### config.mk
export PLATFORM = sky130hd
export DESIGN_NAME = rcmc_ram
export DESIGN_NICKNAME = d
export VERILOG_FILES = /design/src/rtl/rcmc_ram.sv
export SDC_FILE = /design/constraint.sdc
export NUM_CORES = 2
export LEC_CHECK = 0
export ABC_AREA = 1
export ABC_CLOCK_PERIOD_IN_PS = 1770
export BUFFER_PORTS_ARGS = -buffer_cell sky130_fd_sc_hd__clkbuf_2
export CAP_MARGIN = 20
export CORE_MARGIN = 1.5
export CORE_UTILIZATION = 44
export CTS_BUF_LIST = sky130_fd_sc_hd__clkbuf_16
export CTS_CLUSTER_DIAMETER = 40
export DETAILED_ROUTE_END_ITERATION = 16
export HOLD_SLACK_MARGIN = 0.12
export PLACE_DENSITY = 0.65
export REMOVE_ABC_BUFFERS = 1
export SYNTH_ARGS = -nofsm -noshare
export SYNTH_HDL_FRONTEND = slang
export SYNTH_SLANG_ARGS = --single-unit
### constraint.sdc
create_clock -name clk -period 1.77 [get_ports clk]
set_input_delay 0.0885 -clock clk [delete_from_list [all_inputs] [get_ports clk]]
set_output_delay 0.0885 -clock clk [all_outputs]
set_load 0.05 [all_outputs]
### src/rtl/rcmc_ram.sv
// Generic single-write, single-read RAM with registered read data.
`default_nettype none
module rcmc_ram #(
  parameter int WIDTH = 8,
  parameter int DEPTH = 256
) (
  input  wire                                     clk,
  input  wire                                     we,
  input  wire [(DEPTH > 1 ? $clog2(DEPTH) : 1)-1:0] waddr,
  input  wire [WIDTH-1:0]                         wdata,
  input  wire [(DEPTH > 1 ? $clog2(DEPTH) : 1)-1:0] raddr,
  output logic [WIDTH-1:0]                        rdata
);

  logic [WIDTH-1:0] mem_r [DEPTH];

  always_ff @(posedge clk) begin
    if (we) begin
      mem_r[waddr] <= wdata;
    end
    rdata <= mem_r[raddr];
  end

endmodule
`default_nettype wire

==> impl_summary.log <==
INFO  metric placed_cells = 9739
INFO  metric routed_wire_length_per_instance = 23.3 um
INFO  metric max_cap_violations = 0
INFO  metric leakage = 36.2 nW
INFO  metric post_synth_inst_count = 7003
INFO  metric place.port_buffers = 33
INFO  metric fp-row-count = 159
INFO  metric layout_worst_path_cycle_share = 108%
INFO  metric type_of_origin_of_the_critical_path = input port
INFO  metric unrepaired_setup_endpoints_after_global_routing = true
INFO  metric grt_pass1_vias = 54881
INFO  metric ir_worst_vdd = 1.11 mV
INFO  metric global_routing_usage_summed_across_all_routing_layers = 24.4%
INFO  metric clk_pin_slew = 60 ps
INFO  metric finish.cell_count_without_fillers = 10202
INFO  metric drt_pass1_iterations = 6
INFO  metric worst_hold_path_type = input port to register
INFO  metric h-tree-depth = 4
INFO  metric cts_setup_buffers = 0
INFO  metric setup_viol = 7
INFO  metric postSynth.asyncResetShare = 0%
INFO  metric slew_viol_final = 0
INFO  metric viasPerCell = 5.60
INFO  metric grt_overflow_total = 0
INFO  metric top_level_ports = 34
INFO  metric design.die.area = 192000 um^2
INFO  metric violations = negative setup slack
INFO  metric design_power_total = 111 mW
INFO  metric floorplan.initialDensity = 44.4%
INFO  metric max-slew-margin-rel = 54.7%
INFO  metric synth_enable_flop_cells = 2048
INFO  metric tritoncts_clock_tree = done
INFO  metric hold_violations = 0
INFO  metric postRouteAntennaNets = 0
INFO  metric required = 2590 ps
INFO  metric route.vias.total = 57136
INFO  metric yosysWarningCount = 0
INFO  metric drive_gt1_share = 14.9%
INFO  metric cp-end-kind = register
INFO  metric grt_max_degree = 84
INFO  metric synth.lib_cells_used.distinct = 14
INFO  metric core = 188000 um^2
INFO  metric fp.dieH = 438 um
INFO  metric critical_path_class = input port to register
INFO  metric synth-seq-area-share = 73.9%
INFO  metric routed_wl = 237000 um
INFO  metric gp_congestion = 0.902
INFO  metric critical_path.max_fanout = 10
INFO  metric cts.path.max_buffers = 3
INFO  metric syn_avg_cell_area = 11.9 um^2
INFO  metric grt_pass1_wl = 351000 um
INFO  metric power_density_normalized_to_cell_area = 1110 nW/um^2
INFO  metric dieWidth = 438 um
INFO  metric layout_min_cycle_time = 1910 ps
INFO  metric finalNetCount = 7526
INFO  metric outcome = finished, violations left
INFO  metric max_slew.worst_pin.slew = 680 ps
INFO  metric register_bit_total_from_synthesis = 2056
INFO  metric clock_insertion_delay_worst_skew = 880 ps
INFO  metric clock_skew = 40.5 ps
INFO  metric worst-endpoint-arrival = 2730 ps
INFO  metric flow.area_growth_from_synthesis = 20.0%
INFO  metric fin_ws = -142 ps
INFO  metric cts-buffers-inserted = 230
INFO  metric postSynth.topFlopCell = sky130_fd_sc_hd__edfxtp_1
INFO  metric drcViolationCount = 0
INFO  metric dp.final_hpwl = 148000 um
INFO  metric clock_sink_count = 2056
INFO  metric ctsRootBufferMaster = sky130_fd_sc_hd__clkbuf_16
INFO  metric achievable-frequency = 523 MHz
INFO  metric first_iter_violations = 6912
INFO  metric netlist_area = 83400 um^2
INFO  metric initial_antenna_violation_count = 4
## per-layer routing
layer  global-route usage, %  wire length, um  up-vias
met5                       0                0        -
met2                    39.4           114000     2753
li1                        -                -    25922
met1                    32.9            93700    28024
met3                    3.98            20200      437
met4                    10.3             9740        0
## registers in the layout, indices dropped and copies added (netlist names)
name and flops:
rdata 8, mem_r 2048
## placed cells by master, fill, tap and decap left out, types with 11 or more instances in the layout
cell type	count
sky130_fd_sc_hd__buf_8	11
sky130_fd_sc_hd__dlygate4sd3_1	23
sky130_fd_sc_hd__bufinv_16	36
sky130_fd_sc_hd__inv_6	32
sky130_fd_sc_hd__clkinv_4	16
sky130_fd_sc_hd__nand3_1	1990
sky130_fd_sc_hd__inv_1	58
sky130_fd_sc_hd__nor2_1	278
sky130_fd_sc_hd__clkinv_2	29
sky130_fd_sc_hd__clkinvlp_4	18
sky130_fd_sc_hd__clkbuf_16	234
sky130_fd_sc_hd__clkbuf_2	11
sky130_fd_sc_hd__nand2_1	2120
sky130_fd_sc_hd__edfxtp_1	2048
sky130_fd_sc_hd__buf_12	152
sky130_fd_sc_hd__nand3_2	25
sky130_fd_sc_hd__clkinv_1	32
sky130_fd_sc_hd__buf_4	538
## logic make-up (layout without fill, tap and decap cells)
kind of cell	Yosys count	in the layout	synth area share, %
and+or+nand+nor	4425	4425	22.9
other	0	6	0
DFF	2056	2056	73.9
buffers and inverters	522	1220	3.12
## report_power, final
part           total, mW  leakage (nW)  internal [mW]  switching, mW
clock               49.7          3.99           29.5           20.2
sequential          53.7          18.5           53.7         0.0856
combinational       7.19          13.7           2.19           5.00
## final cells by class
cell class                 count  area, um^2
antenna                        6        15.0
fill                       15337       87900
tap                         2495        3120
multi-input combinational   4425       19300
clock buffer                 233        5830
sequential                  2056       61700
clock inverter               200        2230
timing repair buffer         748        7670
inverter                      39         180
## final timing paths
| check | startpoint | cells after the start | end | slack (ps) |
|---|---|---|---|---|
| setup / recovery | raddr[6] | 8 | rdata[0]$_DFF_P_ | -140 |
| hold / removal | wdata[7] | 2 | mem_r[128][7]$_DFFE_PP_ | 170 |
| hold reg to reg | mem_r[18][7]$_DFFE_PP_ | 10 | rdata[7]$_DFF_P_ | 950 |
| setup reg to reg | mem_r[65][6]$_DFFE_PP_ | 10 | rdata[6]$_DFF_P_ | -70 |
## cell usage after synthesis (2+ instances only)
cell	instances	share of area (%)
sky130_fd_sc_hd__nand2_1	2123	9.6
sky130_fd_sc_hd__inv_2	2	0.0090
sky130_fd_sc_hd__nand3_1	2019	12
sky130_fd_sc_hd__clkbuf_1	112	0.50
sky130_fd_sc_hd__buf_4	46	0.41
sky130_fd_sc_hd__nor2_1	283	1.3
sky130_fd_sc_hd__edfxtp_1	2048	74
sky130_fd_sc_hd__buf_1	40	0.18
sky130_fd_sc_hd__dfxtp_1	8	0.19
sky130_fd_sc_hd__buf_6	16	0.22
sky130_fd_sc_hd__buf_2	268	1.6
sky130_fd_sc_hd__inv_1	36	0.16
## through the flow
step	area [um^2]	setup WS (ps)	utilization (%)	setup TNS (ps)	hold slack [ps]
6_report	100000	-142	53.2	-465	173
5_1_grt	100000	-66.4	53.2	-151	177
4_1_cts	99900	-12.6	53.1	-68.7	139
3_5_place_dp	91500	-734	48.7	-5010	485
3_3_place_gp	91500	-744	48.7	-5100	486
2_1_floorplan	80900	-3970	-	-31690	187
## critical path, cell delays in order
cell	delay, ps
sky130_fd_sc_hd__dlygate4sd3_1	540
sky130_fd_sc_hd__clkbuf_2	410
sky130_fd_sc_hd__inv_1	670
sky130_fd_sc_hd__buf_4	360
sky130_fd_sc_hd__nand3_1	210
sky130_fd_sc_hd__nand2_1	150
sky130_fd_sc_hd__nand2_1	140
sky130_fd_sc_hd__nand2_1	130
## repair_timing
action / in CTS / in global routing
hold endpoints to repair: 2830 / 0
gates cloned: 0 / 1
setup endpoints to repair: 16 / 222
gates resized for setup: 27 / 32
hold buffers: 25 / 0
pin swaps: 0 / 1
(Power assumes the default switching activity.)
